[src/rtl/core/itrt_pkg.sv]
// itrt_pkg: shared constants, types and the glyph lookup for integer_to_radix_text.
// No dependencies.
`timescale 1ns / 1ps
`default_nettype none

package itrt_pkg;

  localparam int VALUE_BITS_DEF = 32;
  localparam int RADIX_W        = 5;
  localparam int GLYPHS_W       = 64;
  localparam int CFG_IDX_W      = 2;
  localparam int DIGIT_W        = 4;
  localparam int GLYPH_W        = 8;
  localparam int STEP_BITS      = 4;

  localparam logic [RADIX_W-1:0]  RADIX_RESET       = 5'd10;
  localparam logic [RADIX_W-1:0]  RADIX_MIN         = 5'd2;
  localparam logic [RADIX_W-1:0]  RADIX_MAX         = 5'd16;
  localparam logic [GLYPHS_W-1:0] GLYPHS_LOW_RESET  = 64'h3736_3534_3332_3130;
  localparam logic [GLYPHS_W-1:0] GLYPHS_HIGH_RESET = 64'h0000_0000_0000_3938;
  localparam logic [GLYPH_W-1:0]  MINUS_GLYPH       = 8'h2D;

  typedef enum logic [CFG_IDX_W-1:0] {
    CFG_RADIX       = 2'd0,
    CFG_GLYPHS_LOW  = 2'd1,
    CFG_GLYPHS_HIGH = 2'd2
  } cfg_reg_t;

  typedef enum logic [1:0] {
    ST_IDLE,
    ST_DIV,
    ST_EMIT
  } state_t;

  typedef struct packed {
    logic start;
  } div_ctrl_t;

  typedef struct packed {
    logic busy;
    logic done;
  } div_stat_t;

  function automatic logic [GLYPH_W-1:0] glyph_of(input logic [DIGIT_W-1:0] digit,
                                                  input logic [GLYPHS_W-1:0] lo,
                                                  input logic [GLYPHS_W-1:0] hi);
    logic [GLYPHS_W-1:0] word;
    word = digit[3] ? hi : lo;
    return word[{digit[2:0], 3'b000} +: GLYPH_W];
  endfunction

endpackage

`default_nettype wire

[src/rtl/core/itrt_ifs.sv]
// Valid/ready channel interfaces for integer_to_radix_text: input, result, config.
// Depends on itrt_pkg.
`timescale 1ns / 1ps
`default_nettype none

interface itrt_in_if #(parameter int VALUE_BITS = itrt_pkg::VALUE_BITS_DEF);
  logic                  valid;
  logic                  ready;
  logic                  kind;
  logic [VALUE_BITS-1:0] value;
  modport source (output valid, kind, value, input ready);
  modport sink   (input valid, kind, value, output ready);
endinterface

interface itrt_out_if;
  logic                          valid;
  logic                          ready;
  logic [itrt_pkg::GLYPH_W-1:0]  glyph;
  logic                          last;
  modport source (output valid, glyph, last, input ready);
  modport sink   (input valid, glyph, last, output ready);
endinterface

interface itrt_cfg_if;
  logic                           valid;
  logic                           ready;
  logic [itrt_pkg::CFG_IDX_W-1:0] index;
  logic [itrt_pkg::GLYPHS_W-1:0]  data;
  modport source (output valid, index, data, input ready);
  modport sink   (input valid, index, data, output ready);
endinterface

`default_nettype wire

[src/rtl/core/itrt_cfg_regs.sv]
// itrt_cfg_regs: radix and glyph table registers, radix clamped to 2..16.
// Depends on itrt_pkg and itrt_cfg_if.
`timescale 1ns / 1ps
`default_nettype none

module itrt_cfg_regs (
  input  logic                           clk,
  input  logic                           rst_n,
  itrt_cfg_if.sink                       cfg,
  output logic [itrt_pkg::RADIX_W-1:0]   radix_eff,
  output logic [itrt_pkg::GLYPHS_W-1:0]  glyphs_lo,
  output logic [itrt_pkg::GLYPHS_W-1:0]  glyphs_hi
);

  logic [itrt_pkg::RADIX_W-1:0]  radix_r;
  logic [itrt_pkg::GLYPHS_W-1:0] glyphs_lo_r;
  logic [itrt_pkg::GLYPHS_W-1:0] glyphs_hi_r;

  assign cfg.ready = 1'b1;

  always_ff @(posedge clk) begin
    if (!rst_n) begin
      radix_r     <= itrt_pkg::RADIX_RESET;
      glyphs_lo_r <= itrt_pkg::GLYPHS_LOW_RESET;
      glyphs_hi_r <= itrt_pkg::GLYPHS_HIGH_RESET;
    end else if (cfg.valid) begin
      case (itrt_pkg::cfg_reg_t'(cfg.index))
        itrt_pkg::CFG_RADIX:       radix_r     <= cfg.data[itrt_pkg::RADIX_W-1:0];
        itrt_pkg::CFG_GLYPHS_LOW:  glyphs_lo_r <= cfg.data;
        itrt_pkg::CFG_GLYPHS_HIGH: glyphs_hi_r <= cfg.data;
        default: ;
      endcase
    end
  end

  always_comb begin
    if (radix_r < itrt_pkg::RADIX_MIN) begin
      radix_eff = itrt_pkg::RADIX_MIN;
    end else if (radix_r > itrt_pkg::RADIX_MAX) begin
      radix_eff = itrt_pkg::RADIX_MAX;
    end else begin
      radix_eff = radix_r;
    end
  end

  assign glyphs_lo = glyphs_lo_r;
  assign glyphs_hi = glyphs_hi_r;

endmodule

`default_nettype wire

[src/rtl/core/itrt_div.sv]
// itrt_div: iterative divider by a small radix, STEP_BITS quotient bits per cycle.
// Depends on itrt_pkg.
`timescale 1ns / 1ps
`default_nettype none

module itrt_div #(
  parameter int VALUE_BITS = itrt_pkg::VALUE_BITS_DEF
) (
  input  logic                          clk,
  input  logic                          rst_n,
  input  itrt_pkg::div_ctrl_t           ctrl,
  input  logic [VALUE_BITS-1:0]         dividend,
  input  logic [itrt_pkg::RADIX_W-1:0]  radix,
  output logic [VALUE_BITS-1:0]         quotient,
  output logic [itrt_pkg::DIGIT_W-1:0]  remainder,
  output itrt_pkg::div_stat_t           stat
);

  localparam int STEPS = (VALUE_BITS + itrt_pkg::STEP_BITS - 1) / itrt_pkg::STEP_BITS;
  localparam int DW    = STEPS * itrt_pkg::STEP_BITS;
  localparam int CNT_W = $clog2(STEPS + 1);

  logic [DW-1:0]                  q_r;
  logic [itrt_pkg::DIGIT_W-1:0]   rem_r;
  logic [CNT_W-1:0]               cnt_r;
  logic                           done_r;
  logic [DW-1:0]                  step_q;
  logic [itrt_pkg::RADIX_W-1:0]   step_rem;

  // restoring division, STEP_BITS bits per cycle; partial remainder stays below radix
  always_comb begin
    step_q   = q_r;
    step_rem = {1'b0, rem_r};
    for (int i = 0; i < itrt_pkg::STEP_BITS; i++) begin
      step_rem = {step_rem[itrt_pkg::DIGIT_W-1:0], step_q[DW-1]};
      step_q   = {step_q[DW-2:0], 1'b0};
      if (step_rem >= radix) begin
        step_rem  = step_rem - radix;
        step_q[0] = 1'b1;
      end
    end
  end

  always_ff @(posedge clk) begin
    if (!rst_n) begin
      cnt_r  <= '0;
      done_r <= 1'b0;
    end else if (ctrl.start) begin
      cnt_r  <= CNT_W'(STEPS);
      done_r <= 1'b0;
    end else begin
      done_r <= (cnt_r == CNT_W'(1));
      if (cnt_r != '0) begin
        cnt_r <= cnt_r - CNT_W'(1);
      end
    end
  end

  always_ff @(posedge clk) begin
    if (ctrl.start) begin
      q_r   <= DW'(dividend);
      rem_r <= '0;
    end else if (cnt_r != '0) begin
      q_r   <= step_q;
      rem_r <= step_rem[itrt_pkg::DIGIT_W-1:0];
    end
  end

  assign quotient  = q_r[VALUE_BITS-1:0];
  assign remainder = rem_r;
  assign stat.busy = (cnt_r != '0);
  assign stat.done = done_r;

endmodule

`default_nettype wire

[src/rtl/core/integer_to_radix_text.sv]
// integer_to_radix_text: prints a signed or unsigned number as radix text.
// Depends on itrt_pkg, itrt_ifs, itrt_cfg_regs and itrt_div.
//
// Use: in_chan carries kind (0 signed, 1 unsigned) and value. Each transfer
// produces a run of characters on out_chan, most significant digit first, led
// by '-' for a negative signed value; last marks the final character.
// cfg_chan writes radix (index 0, clamped to 2..16), glyphs_low (1) and
// glyphs_high (2); it is always ready. The user must write it only while
// idle; the block itself does not enforce this. Timing: digits come from
// one shared divider retiring 4 quotient bits per cycle, one division per
// digit. The number then loads one character per cycle into the output
// register while the receiver keeps up. in_chan.ready is low from the input
// transfer until the final character is loaded; a stalled receiver holds
// the output register and the character sequencer waits behind it.
// Reset: idle, output empty, radix 10, glyph table "0123456789".
`timescale 1ns / 1ps
`default_nettype none

module integer_to_radix_text #(
  parameter int VALUE_BITS = itrt_pkg::VALUE_BITS_DEF
) (
  input  logic       clk,
  input  logic       rst_n,
  itrt_in_if.sink    in_chan,
  itrt_out_if.source out_chan,
  itrt_cfg_if.sink   cfg_chan
);

  localparam int STACK_W = VALUE_BITS * itrt_pkg::DIGIT_W;
  localparam int CNT_W   = $clog2(VALUE_BITS + 1);

  itrt_pkg::state_t               state_r, state_nxt;
  logic                           minus_r, minus_nxt;
  logic [STACK_W-1:0]             stack_r, stack_nxt;
  logic [CNT_W-1:0]               ndig_r, ndig_nxt;
  logic                           out_valid_r, out_valid_nxt;
  logic [itrt_pkg::GLYPH_W-1:0]   glyph_r, glyph_nxt;
  logic                           last_r, last_nxt;

  logic [itrt_pkg::RADIX_W-1:0]   radix_eff;
  logic [itrt_pkg::GLYPHS_W-1:0]  glyphs_lo;
  logic [itrt_pkg::GLYPHS_W-1:0]  glyphs_hi;

  itrt_pkg::div_ctrl_t            div_ctrl;
  itrt_pkg::div_stat_t            div_stat;
  logic [VALUE_BITS-1:0]          div_dividend;
  logic [VALUE_BITS-1:0]          div_quot;
  logic [itrt_pkg::DIGIT_W-1:0]   div_rem;

  logic                           in_ready;
  logic                           in_fire;
  logic                           value_neg;
  logic [VALUE_BITS-1:0]          value_mag;
  logic                           push;
  logic                           load;
  logic                           pop;

  itrt_cfg_regs u_cfg (
    .clk       (clk),
    .rst_n     (rst_n),
    .cfg       (cfg_chan),
    .radix_eff (radix_eff),
    .glyphs_lo (glyphs_lo),
    .glyphs_hi (glyphs_hi)
  );

  itrt_div #(.VALUE_BITS(VALUE_BITS)) u_div (
    .clk       (clk),
    .rst_n     (rst_n),
    .ctrl      (div_ctrl),
    .dividend  (div_dividend),
    .radix     (radix_eff),
    .quotient  (div_quot),
    .remainder (div_rem),
    .stat      (div_stat)
  );

  assign value_neg = !in_chan.kind && in_chan.value[VALUE_BITS-1];
  assign value_mag = value_neg ? (~in_chan.value + VALUE_BITS'(1)) : in_chan.value;

  // sequencer outputs
  always_comb begin
    in_ready       = (state_r == itrt_pkg::ST_IDLE);
    in_fire        = in_chan.valid && in_ready;
    push           = (state_r == itrt_pkg::ST_DIV) && div_stat.done;
    div_ctrl.start = in_fire || (push && (div_quot != '0));
    div_dividend   = in_fire ? value_mag : div_quot;
    load           = (state_r == itrt_pkg::ST_EMIT) && (!out_valid_r || out_chan.ready);
    pop            = load && !minus_r;
  end

  // next state
  always_comb begin
    state_nxt = state_r;
    case (state_r)
      itrt_pkg::ST_IDLE: begin
        if (in_fire) begin
          state_nxt = itrt_pkg::ST_DIV;
        end
      end
      itrt_pkg::ST_DIV: begin
        if (push && (div_quot == '0)) begin
          state_nxt = itrt_pkg::ST_EMIT;
        end
      end
      itrt_pkg::ST_EMIT: begin
        if (pop && (ndig_r == CNT_W'(1))) begin
          state_nxt = itrt_pkg::ST_IDLE;
        end
      end
      default: state_nxt = itrt_pkg::ST_IDLE;
    endcase
  end

  // digit stack (last pushed digit in the low nibble) and output register
  always_comb begin
    minus_nxt     = minus_r;
    stack_nxt     = stack_r;
    ndig_nxt      = ndig_r;
    out_valid_nxt = out_valid_r;
    glyph_nxt     = glyph_r;
    last_nxt      = last_r;
    if (in_fire) begin
      minus_nxt = value_neg;
      ndig_nxt  = '0;
    end
    if (push) begin
      stack_nxt = {stack_r[STACK_W-itrt_pkg::DIGIT_W-1:0], div_rem};
      ndig_nxt  = ndig_r + CNT_W'(1);
    end
    if (load) begin
      out_valid_nxt = 1'b1;
      if (minus_r) begin
        glyph_nxt = itrt_pkg::MINUS_GLYPH;
        last_nxt  = 1'b0;
        minus_nxt = 1'b0;
      end else begin
        glyph_nxt = itrt_pkg::glyph_of(stack_r[itrt_pkg::DIGIT_W-1:0], glyphs_lo, glyphs_hi);
        last_nxt  = (ndig_r == CNT_W'(1));
        stack_nxt = stack_r >> itrt_pkg::DIGIT_W;
        ndig_nxt  = ndig_r - CNT_W'(1);
      end
    end else if (out_chan.ready) begin
      out_valid_nxt = 1'b0;
    end
  end

  always_ff @(posedge clk) begin
    if (!rst_n) begin
      state_r     <= itrt_pkg::ST_IDLE;
      minus_r     <= 1'b0;
      ndig_r      <= '0;
      out_valid_r <= 1'b0;
    end else begin
      state_r     <= state_nxt;
      minus_r     <= minus_nxt;
      ndig_r      <= ndig_nxt;
      out_valid_r <= out_valid_nxt;
    end
  end

  always_ff @(posedge clk) begin
    stack_r <= stack_nxt;
    glyph_r <= glyph_nxt;
    last_r  <= last_nxt;
  end

  assign in_chan.ready  = in_ready;
  assign out_chan.valid = out_valid_r;
  assign out_chan.glyph = glyph_r;
  assign out_chan.last  = last_r;

  a_busy_after_accept: assert property (@(posedge clk) disable iff (!rst_n)
    in_chan.valid && in_chan.ready |=> !in_chan.ready)
    else $error("input taken while a number is in progress");

  a_div_only_in_div: assert property (@(posedge clk) disable iff (!rst_n)
    div_stat.busy |-> state_r == itrt_pkg::ST_DIV)
    else $error("divider running outside the digit phase");

  a_emit_has_digit: assert property (@(posedge clk) disable iff (!rst_n)
    state_r == itrt_pkg::ST_EMIT && !minus_r |-> ndig_r != '0)
    else $error("emit phase with an empty digit stack");

  a_digit_bound: assert property (@(posedge clk) disable iff (!rst_n)
    ndig_r <= CNT_W'(VALUE_BITS))
    else $error("digit count beyond the value width");

  a_minus_not_last: assert property (@(posedge clk) disable iff (!rst_n)
    out_chan.valid && out_chan.last |-> state_r != itrt_pkg::ST_EMIT || ndig_r == '0 ||
      $past(state_r) != itrt_pkg::ST_EMIT || !$past(minus_r) || !$past(load))
    else $error("minus sign flagged as final character");

endmodule

`default_nettype wire

[src/flat_wrapper.sv]
// flat-port wrapper written by rule: the top's interface ports become plain ports
module integer_to_radix_text_flat 
#(
  parameter int VALUE_BITS = itrt_pkg::VALUE_BITS_DEF
)
  (clk, rst_n, in_chan_valid, in_chan_kind, in_chan_value, in_chan_ready, out_chan_valid, out_chan_glyph, out_chan_last, out_chan_ready, cfg_chan_valid, cfg_chan_index, cfg_chan_data, cfg_chan_ready);
  itrt_in_if #(.VALUE_BITS(VALUE_BITS)) in_chan_i ();
  itrt_out_if out_chan_i ();
  itrt_cfg_if cfg_chan_i ();
  input  logic clk;
  input  logic rst_n;
  input wire logic [$bits(in_chan_i.valid)-1:0] in_chan_valid;
  input wire logic [$bits(in_chan_i.kind)-1:0] in_chan_kind;
  input wire logic [$bits(in_chan_i.value)-1:0] in_chan_value;
  output wire logic [$bits(in_chan_i.ready)-1:0] in_chan_ready;
  output wire logic [$bits(out_chan_i.valid)-1:0] out_chan_valid;
  output wire logic [$bits(out_chan_i.glyph)-1:0] out_chan_glyph;
  output wire logic [$bits(out_chan_i.last)-1:0] out_chan_last;
  input wire logic [$bits(out_chan_i.ready)-1:0] out_chan_ready;
  input wire logic [$bits(cfg_chan_i.valid)-1:0] cfg_chan_valid;
  input wire logic [$bits(cfg_chan_i.index)-1:0] cfg_chan_index;
  input wire logic [$bits(cfg_chan_i.data)-1:0] cfg_chan_data;
  output wire logic [$bits(cfg_chan_i.ready)-1:0] cfg_chan_ready;
  assign in_chan_i.valid = in_chan_valid;
  assign in_chan_i.kind = in_chan_kind;
  assign in_chan_i.value = in_chan_value;
  assign in_chan_ready = in_chan_i.ready;
  assign out_chan_valid = out_chan_i.valid;
  assign out_chan_glyph = out_chan_i.glyph;
  assign out_chan_last = out_chan_i.last;
  assign out_chan_i.ready = out_chan_ready;
  assign cfg_chan_i.valid = cfg_chan_valid;
  assign cfg_chan_i.index = cfg_chan_index;
  assign cfg_chan_i.data = cfg_chan_data;
  assign cfg_chan_ready = cfg_chan_i.ready;
  integer_to_radix_text #(.VALUE_BITS(VALUE_BITS)) u_core (.clk(clk), .rst_n(rst_n), .in_chan(in_chan_i), .out_chan(out_chan_i), .cfg_chan(cfg_chan_i));
endmodule
[config.mk]
export PLATFORM = sky130hd
export DESIGN_NAME = integer_to_radix_text_flat
export DESIGN_NICKNAME = d
export VERILOG_FILES = /design/src/rtl/core/itrt_pkg.sv /design/src/rtl/core/itrt_ifs.sv /design/src/rtl/core/itrt_cfg_regs.sv /design/src/rtl/core/itrt_div.sv /design/src/rtl/core/integer_to_radix_text.sv /design/src/flat_wrapper.sv
export SDC_FILE = /design/constraint.sdc
export NUM_CORES = 1
export LEC_CHECK = 0
export ABC_AREA = 1
export BUFFER_PORTS_ARGS = -buffer_cell sky130_fd_sc_hd__buf_2
export CAP_MARGIN = 10
export CORE_UTILIZATION = 35
export DETAILED_ROUTE_END_ITERATION = 8
export SYNTH_ARGS = -nofsm -noshare
export SYNTH_HDL_FRONTEND = slang
export SYNTH_HIERARCHICAL = 1
export SYNTH_SLANG_ARGS = --single-unit
[constraint.sdc]
create_clock -name clk -period 11.9 [get_ports clk]
set_clock_uncertainty 0.05 [all_clocks]
set_input_delay 0.595 -clock clk [delete_from_list [all_inputs] [get_ports clk]]
set_output_delay 0.595 -clock clk [all_outputs]
set_load 0.03 [all_outputs]
* After elaboration in Yosys (flattened, before gate mapping)
Index checks and enable logic that the tools add are counted. Widths: inputs -> output; s select.
Storage, ports and cells: register bits after elaboration 321, input port bits 104, output and inout port bits 12, word-level logic and storage cells 101
Cells by class: add/sub/neg operators 8, magnitude comparators 6, equality and inequality tests 10, shifts and indexed selects 1, mux-type cells 33, bitwise logic cells 2, reduce and logical (&&, ||, !) cells 26
Operator list (count):
- $mux 128 | 3
- $mux 32 | 4
- $mux 64 | 1
- $shiftx 64x7->8 | 1
- $add 32x1->32 const B | 1
- $logic_not 32->1 | 1
- $not 32->32 | 1
- $reduce_bool 32->1 | 1
- $mux 4 | 6
- $mux 6 | 4
- $ge 5x5->1 | 4
- $sub 4x4->4 | 4
- $mux 5 | 2
- $mux 1 | 9
- $logic_and 1x1->1 | 8
- $reduce_and 2->1 | 4
- $add 6x1->6 const B | 1
- $eq 6x1->1 const B | 1
- $mux 2 | 3
- $ne 2x2->1 const B | 3
- $pmux 2 s3 | 1
- $sub 6x1->6 const B | 1
- $gt 5x5->1 const B | 1
- $lt 5x2->1 const B | 1
- other kinds (13) | 20

* Longest topological paths before layout
Gate-level depths: netlist of the first run.
depth in word-level cells 13, gate-level depth with buffers 41, gate-level depth less buffers 41

* By module
Netlist of the first run, hierarchy kept.
By module, submodules not included:
- integer_to_radix_text | instances 1, cells each 1313, area each 8490.6 µm², seq. area each 3032.9 µm²
- itrt_cfg_regs | instances 1, cells each 790, area each 5237.5 µm², seq. area each 2662.6 µm²
- itrt_div | instances 1, cells each 326, area each 2670.1 µm², seq. area each 1141.1 µm²

* Worst setup path after synthesis of the first run
No wires, ideal clock.
kind register to register, start point register u_core/u_cfg/radix_r[1] (netlist name), end point register u_core.u_div.q_r[0], in the netlist u_core/u_div/quotient[0], data pin, setup time 262 ps, data arrival time 4614 ps, required time 11588 ps, path slack 6975 ps, stages on the path, launching flop included 38, buffers on the path 0, period minus slack after synthesis 4925 ps, cells stage by stage dfxtp_1 > nor2_1 > nand2_1 > a21oi_1 > inv_1 > ha_1 > nand2_1 > nor2_1 > nand2_1 > nand3_4 > nand2_1 > o21ai_1 > ha_1 > nand2_1 > nor2_1 > nand2_1 > nand3_2 > nor2_2 > [2 not listed] > inv_2 > ha_1 > nand2_1 > inv_1 > nand3_1 > nand4_2 > inv_2 > nand3_1 > and2_1 > ha_1 > a21oi_1 > nand2_1 > nand2_1 > nand3_1 > nand2_1 > nand2_2 > inv_1 > o21ai_0
On the way: longest elaborated chain between the ends 13, elaborated cells on any way between the ends 17, those cells by class add/sub: 3; order compare: 6; mux: 8
Ends and longest elaborated chain:
- start: declaration | RTL line itrt_cfg_regs.sv:15 | logic [itrt_pkg::RADIX_W-1:0] radix_r;
- start signal: assignment | RTL line itrt_cfg_regs.sv:23 | radix_r <= itrt_pkg::RADIX_RESET;
- start signal: assignment | RTL line itrt_cfg_regs.sv:28 | itrt_pkg::CFG_RADIX: radix_r <= cfg.data[itrt_pkg::RADIX_W-1:0];
- $gt 5x5->1 | RTL line itrt_cfg_regs.sv:39 | end else if (radix_r > itrt_pkg::RADIX_MAX) begin
- $mux 5 | RTL line itrt_cfg_regs.sv:39
- $mux 5 (*) | RTL line itrt_cfg_regs.sv:37 | if (radix_r < itrt_pkg::RADIX_MIN) begin
- net u_core.radix_eff (one bit) | RTL line integer_to_radix_text.sv:40 | logic [itrt_pkg::RADIX_W-1:0] radix_eff;
- $sub 4x4->4 or $ge 5x5->1 (tied branches) | RTL line itrt_div.sv:38, itrt_div.sv:37
- $mux 4 | RTL line itrt_div.sv:37 | if (step_rem >= radix) begin
- $sub 4x4->4 or $ge 5x5->1 (tied branches) | RTL line itrt_div.sv:38, itrt_div.sv:37
- $mux 4 | RTL line itrt_div.sv:37
- $sub 4x4->4 or $ge 5x5->1 (tied branches) | RTL line itrt_div.sv:38, itrt_div.sv:37
- $mux 4 | RTL line itrt_div.sv:37
- $ge 5x5->1 (*) | RTL line itrt_div.sv:37
- $mux 1 (*) | RTL line itrt_div.sv:37
- $mux 32 (*) | RTL line itrt_div.sv:63 | end else if (cnt_r != '0) begin
- $mux 32 (*) | RTL line itrt_div.sv:60 | if (ctrl.start) begin
- end signal: assignment | RTL line itrt_div.sv:61 | q_r <= DW'(dividend);
- end signal: assignment | RTL line itrt_div.sv:64 | q_r <= step_q;
- end: declaration | RTL line itrt_div.sv:23 | logic [DW-1:0] q_r;
The timed path passes the listed nets; every way through them passes the cells marked *. The select of a mux whose other input is x is not followed. A chain may end at the register's enable or synchronous reset.

* Worst setup path in the final report of the first run
Same ends and word-level chain as after synthesis.

==> flow_summary_export.csv, run 1 <==
group,metric,value,unit
global_routing,grt_pass1_wl,71350,microns
critical_path,start_kind,"register",
power,pwr-share-clk,0.247,
finish,multi_input_area,0.008173,sq mm
yosys,synth_top_flop_cell,"dfxtp_1",
power,pwr_density_cell,246.9,mW/mm^2
clocking,cts_tree,"yes",
clocking,post_cts_buffers,0,
sta,layout_min_cycle_time,5712,ps
flow_run,maxCapViolCount,0,
sta,setup_tns,0,ps
sta,setup_viol,0,
sta,slew_headroom,0.2315,
yosys,synthTopCellsByArea,"dfxtp_1 34%, nand2_1 15%, nor2_1 11%",
yosys,seq_area_frac_synth,0.4169,
place,gp_congestion,0.8255,
routing,drc,0,
yosys,yosysWarnings,6,
finish,fill_cells,4694,
sta,maxSlewViolCount,0,
place,io_buffer_count,114,
finish,syn_to_final_growth,11.90,%
hold_path,hold_class,"input pin to register",
critical_path,path_max_fanout,8,
finish,nNetsFinal,2588,
floorplan,core,0.04577,sq mm
floorplan,die-area,0.04772,sq mm
yosys,ys_ff_latch,321,
sta,worstMarginPinSlew,1153,ps
power,netSwitchingFraction,0.3914,
routing,ant_nets,0,
yosys,synth_fp_nets,2564,
floorplan,die_y,218.5,microns
critical_path,reg2reg_to,"u_core/u_div/quotient[0]",
clocking,clock_sinks,321,
global_routing,track_usage,0.1803,
yosys,synth_top_area_share,0.3418,
routing,viasPerCell,4.972,
yosys,synth_edf_count,41,
finish,drive_gt1_frac,0.09073,
yosys,ys_types,46,
critical_path,crit_type,"register to register",
clocking,worstSkewPairLatency,540,ps
floorplan,initial_utilization,0.3583,
clocking,clk_pin_slew,60,ps
critical_path,crit_path_end_kind,"register",
place,dp_hpwl,27750,microns
clocking,ctsLongestPathBuffers,3,
critical_path,path_common_cell,"nand2_1",
global_routing,antenna_found_initial,2,
critical_path,crit_start,"u_core/u_cfg/radix_r[1]",
clocking,cts_hold_buf,0,
power,p_comb_frac,0.384,
critical_path,rr_worst_depth,37,
critical_path,crit_path_end,"u_core/u_div/quotient[0]",
outcome,status,"finished, final reports clean",
floorplan,die_x,218.5,microns
yosys,syn-cell-area,0.01640,sq mm
clocking,cts_resized,0,
critical_path,cp_slowest_stage_delay,370,ps
sta,post-route-period-util,0.4800,
power,intPower,2.757,mW
routing,dr_total_vias,15320,
yosys,syn_avg_cell_area,6.751,sq um
power,max-vdd-ir-drop,229.0,uV
sta,hold_viol_final,0,
power,cellLeakagePower,8.520,nW
global_routing,grt_pass1_vias,14220,
critical_path,slowest_stage,"ha_1",
critical_path,reg2reg_from,"u_core/u_cfg/radix_r[1]",
critical_path,arrival,5890,ps
global_routing,grt_max_degree,107,
floorplan,fp-row-count,78,
sta,rsz0062_at_grt,"false",
clocking,root_buffer,"clkbuf_16",
power,p_total,4.529,mW
critical_path,cp_data_required_time,12080,ps
routing,routed_wl,43640,microns
routing,drt_iter0_drc,1168,
clocking,h-tree-depth,2,
yosys,synthCells,2429,
yosys,ys_async_sr_fraction,0,
routing,wire_per_inst,14.16,microns
floorplan,ios,116,
power,seqPwrFrac,0.369,
sta,clock.fmax,175.1,MHz
critical_path,r2r_slack,6190,ps
hold_path,hold_path_depth,3,
routing,dr.pass1.iters,6,
clocking,cts_inserted_buffers,37,
global_routing,gr-total-overflow,0,
yosys,synth_top_area_cell,"dfxtp_1",
finish,seqCellArea,0.006838,sq mm
power,netSwitchingPower,1.773,mW
state kept, by name, summed over array words and instances (netlist names), 4 cells and up:
register / cells
u_core/u_div/quotient: 32
u_core/u_div/remainder: 4
u_core/out_chan.glyph: 8
u_core/u_cfg/glyphs_hi: 64
u_core/u_cfg/radix_r: 5
u_core/ndig_r: 6
u_core/u_div/cnt_r: 4
u_core/stack_r: 128
u_core/u_cfg/glyphs_lo: 64
placed cells by master (no fill, tap or decap), drive strengths merged, types with 11 or more instances in the layout:
master	instances
o21ai	353
edfxtp	41
nand2	652
nand3	120
o221ai	12
clkbuf	55
dfxtp	280
o211ai	20
buf	127
xnor2	13
nor2	482
a21oi	35
ha	27
inv	186
nand4	12
xor2	12
clkinv	11
metal layers:
| layer | GRT usage | part of all wire | wire (microns) |
|---|---|---|---|
| met4 | 0.05012 | 0.020 | 875 |
| met1 | 0.2469 | 0.48 | 20970 |
| met2 | 0.2946 | 0.46 | 20050 |
| met3 | 0.02436 | 0.040 | 1747 |
| met5 | 0 | 0 | 0 |
how the worst min path moves through the flow:
stage	slack [ps]	from	endpoint
after floorplan	380	u_core/stack_r[124]	u_core/stack_r[124]
after detailed placement	400	u_core/stack_r[125]	u_core/stack_r[125]
after CTS	210	cfg_chan_data[20]	u_core/u_cfg/glyphs_lo[20]
after global routing	230	cfg_chan_data[36]	u_core/u_cfg/glyphs_lo[36]
final	220	cfg_chan_data[20]	u_core/u_cfg/glyphs_lo[20]
after global placement	390	u_core/stack_r[125]	u_core/stack_r[125]
cell families after synthesis:
| group | Yosys count | share of synthesized area |
|---|---|---|
| xor+xnor | 25 | 0.01335 |
| buf+inv | 329 | 0.08752 |
| fa+ha+maj | 31 | 0.02548 |
| flops | 321 | 0.4169 |
| other cells | 1 | 0.0002287 |
| simple gates | 1278 | 0.3113 |
| compound gates | 444 | 0.1452 |
cells in the mapped netlist, drive strengths merged (2+ instances only):
| library cell | instances |
|---|---|
| and2 | 2 |
| inv | 186 |
| o22ai | 9 |
| a31oi | 7 |
| xor2 | 12 |
| o21ai | 353 |
| buf | 100 |
| a21oi | 35 |
| nand3b | 2 |
| a211oi | 3 |
| nor2 | 482 |
| clkbuf | 42 |
| fa | 4 |
| dfxtp | 280 |
| edfxtp | 41 |
| nand4 | 12 |
| ha | 27 |
| or2 | 2 |
| o221ai | 12 |
| o211ai | 20 |
| nor3 | 5 |
| xnor2 | 13 |
| nand2 | 652 |
| nand3 | 120 |
power groups by stage:
stage               logic, mW  clock network [mW]  registers, mW
finish                   1.74                1.12           1.67
global route             1.99                1.19           1.71
CTS                      1.74                1.15           1.67
detailed placement       1.73                   0           1.69
global placement         1.70                   0           1.67
floorplan                1.37                   0           1.60
area by class of cell:
type | count | share of cell area
Antenna cell | 2 | 0.0002728
Clock inverter | 11 | 0.005387
Tap cell | 600 | 0.04091
Clock buffer | 55 | 0.06035
Multi-Input combinational cell | 1779 | 0.4454
Inverter | 187 | 0.03846
Timing Repair Buffer | 127 | 0.03655
Sequential cell | 321 | 0.3727
through the flow:
| stage | cells | util | cell area (sq um) | setup WS [ps] | hold slack [ps] |
|---|---|---|---|---|---|
| floorplan | 2429 | - | 16400 | 6975 | 379.1 |
| global placement | 3014 | 0.3744 | 17140 | 6277 | 390.6 |
| detailed placement | 3014 | 0.3744 | 17140 | 6200 | 403.2 |
| CTS | 3080 | 0.4008 | 18340 | 6168 | 206.4 |
| global route | 3082 | 0.4009 | 18350 | 5526 | 231.2 |
| finish | 3082 | 0.4009 | 18350 | 6188 | 224.9 |
critical path, delay by kind of cell, from the launching register on:
kind | cells | cell delay (ps)
flops | 1 | 310
buf+inv | 5 | 710
compound gates | 5 | 820
simple gates | 23 | 2230
fa+ha+maj | 4 | 1280
(Power assumes the default switching activity.)
==> run 2: changes to the inputs <==
clock period = 4.7 ns   (was 11.9 ns; I/O delays follow)
==> run 2 against run 1 <==
  * The flow now finishes with violations (setup timing)
  * Routed wire length rose by 1.7%
  * Sequential share of layout area fell by 3.0 points
  * Cell count rose by 4.1%
  * Clock power rose to 2.6 times the previous value
  * Critical endpoint is now u_core/u_div/remainder[1]
==> flow_summary_export.csv, run 2 (synthesis results as in run 1) <==
group,metric,value,unit
outcome,status,"complete, but fails checks",
outcome,violations,"setup timing",
finish,largest_register_ff_count,128,
floorplan,ios,116,
global_routing,antenna_found_initial,0,
critical_path,arrival,5220,ps
routing,routed_wl,44400,microns
finish,registers.top_by_ff_count,"u_core/stack_r",
finish,nNetsFinal,2717,
finish,stdcell_count,3208,
sta,rsz0062_at_grt,"true",
power,pwr_density_cell,707.1,mW/mm^2
critical_path,crit_start,"u_core/u_cfg/radix_r[1]",
finish,stdcell_area,0.01995,sq mm
global_routing,track_usage,0.1829,
critical_path,crit_path_end_kind,"register",
clocking,h-tree-depth,2,
sta,maxSlewViolCount,0,
finish,layout_commonest_cell,"nand2_1",
finish,drive_gt1_frac,0.1400,
critical_path,cp_data_required_time,5050,ps
clocking,cts_inserted_buffers,36,
routing,dr_total_vias,15680,
global_routing,gr-total-overflow,0,
clocking,worstSkewPairLatency,530,ps
sta,worstMarginPinSlew,1039,ps
place,place_inst,3059,
routing,viasPerCell,4.889,
routing,drc,0,
hold_path,hold_start,"out_chan_ready",
place,gp_congestion,0.8340,
floorplan,die_y,218.5,microns
place,dp_hpwl,28020,microns
hold_path,hold_class,"input pin to register",
flow_run,maxCapViolCount,0,
place,placed_area,0.01751,sq mm
sta,post-route-period-util,1.035,
routing,dr.pass1.iters,5,
clocking,cts_tree,"yes",
floorplan,core,0.04577,sq mm
sta,setup_viol,5,
sta,layout_min_cycle_time,4863,ps
floorplan,fp-row-count,78,
power,max-vdd-ir-drop,746.5,uV
critical_path,slowest_stage,"dfxtp_2",
sta,setup_ws,-162.9,ps
finish,diodes,0,
floorplan,initial_utilization,0.3583,
clocking,clk_pin_slew,60,ps
clocking,ctsLongestPathBuffers,3,
routing,ant_nets,0,
critical_path,reg2reg_from,"u_core/u_cfg/radix_r[1]",
finish,syn_to_final_growth,21.63,%
global_routing,grt_max_degree,124,
sta,clock.fmax,205.6,MHz
finish,mostFrequentLayoutCells,"623 x nand2_1, 468 x nor2_1, 276 x dfxtp_1, 229 x o21ai_0, 167 x inv_1",
sta,hold_viol_final,0,
sta,slew_headroom,0.3070,
floorplan,die_x,218.5,microns
critical_path,path_common_cell,"nand2_2",
global_routing,grt_pass1_wl,72770,microns
clocking,clock_sinks,321,
critical_path,start_kind,"register",
global_routing,grt_pass1_vias,14710,
critical_path,crit_type,"register to register",
critical_path,path_max_fanout,8,
clocking,root_buffer,"clkbuf_16",
floorplan,die-area,0.04772,sq mm
routing,wire_per_inst,13.84,microns
power,cellLeakagePower,9.173,nW
routing,drt_iter0_drc,1132,
place,io_buffer_count,114,
critical_path,cp_slowest_stage_delay,330,ps
run 2: cell types whose count changed in the layout (fill, tap and decap cells not counted), sizes merged:
cell,delta
inv,-1
bufinv,+1
diode,-2
buf,+66
dlygate4sd3,+64
clkinv,-2
run 2: routing by layer:
layer | up-vias | global-route usage | wire, microns
met5 | - | 0 | 0
met4 | 0 | 0.04196 | 734
met3 | 52 | 0.02380 | 1873
met2 | 288 | 0.3023 | 20660
met1 | 7286 | 0.2513 | 21120
li1 | 8057 | - | -
run 2: worst max-delay path: cells and delay by family, from the launching register on:
family / cells / cell delay [ps]
flops: 1 / 330
compound gates: 5 / 560
buf+inv: 7 / 790
fa+ha+maj: 4 / 1060
simple gates: 20 / 1900
run 2: path summary, 6_finish.rpt:
check | slack [ps] | endpoint | depth (start not counted)
worst max-delay path | -160 | u_core/u_div/remainder[1] | 36
worst min-delay path | 40 | u_core/out_chan.valid | 4
worst max register to register | -160 | u_core/u_div/remainder[1] | 36
worst min register to register | 410 | u_core/stack_r[127] | 2
run 2: per-stage QoR:
stage          worst slack (ps)  hold WS [ps]  TNS (ps)  total power, mW    util
2_1_floorplan            0.7305         282.6         0            7.603       -
3_5_place_dp             -390.9         401.7     -1667            9.528  0.3825
6_report                 -162.9         35.15    -712.6            14.10  0.4358
5_1_grt                  -452.3         40.07     -2199            15.17  0.4358
3_3_place_gp             -223.6         395.3    -837.6            9.374  0.3825
4_1_cts                  -108.1         17.30    -439.0            13.17  0.4293
run 2: final cells by class:
type	count	area, sq um
fill	4670	25830
multi-input combinational	1779	8578
sequential	321	6842
timing repair buffer	257	1843
clock buffer	55	1115
tap	600	750.7
inverter	187	713.2
clock inverter	9	103.9
run 2: report_power, final:
| part | switching (mW) | internal (mW) |
|---|---|---|
| Combinational | 3.63 | 3.38 |
| Sequential | 0.575 | 3.63 |
| Clock | 1.14 | 1.74 |
| Total | 5.34 | 8.76 |
run 2: repair_timing:
action                                 4_1_cts  5_1_grt
pin swaps                                   33       40
setup endpoints to repair                    5        5
buffers inserted                            12        9
cloned                                       0        0
hold buffers                                64        0
endpoints found under the hold margin      130        0
resized for setup                           36       58
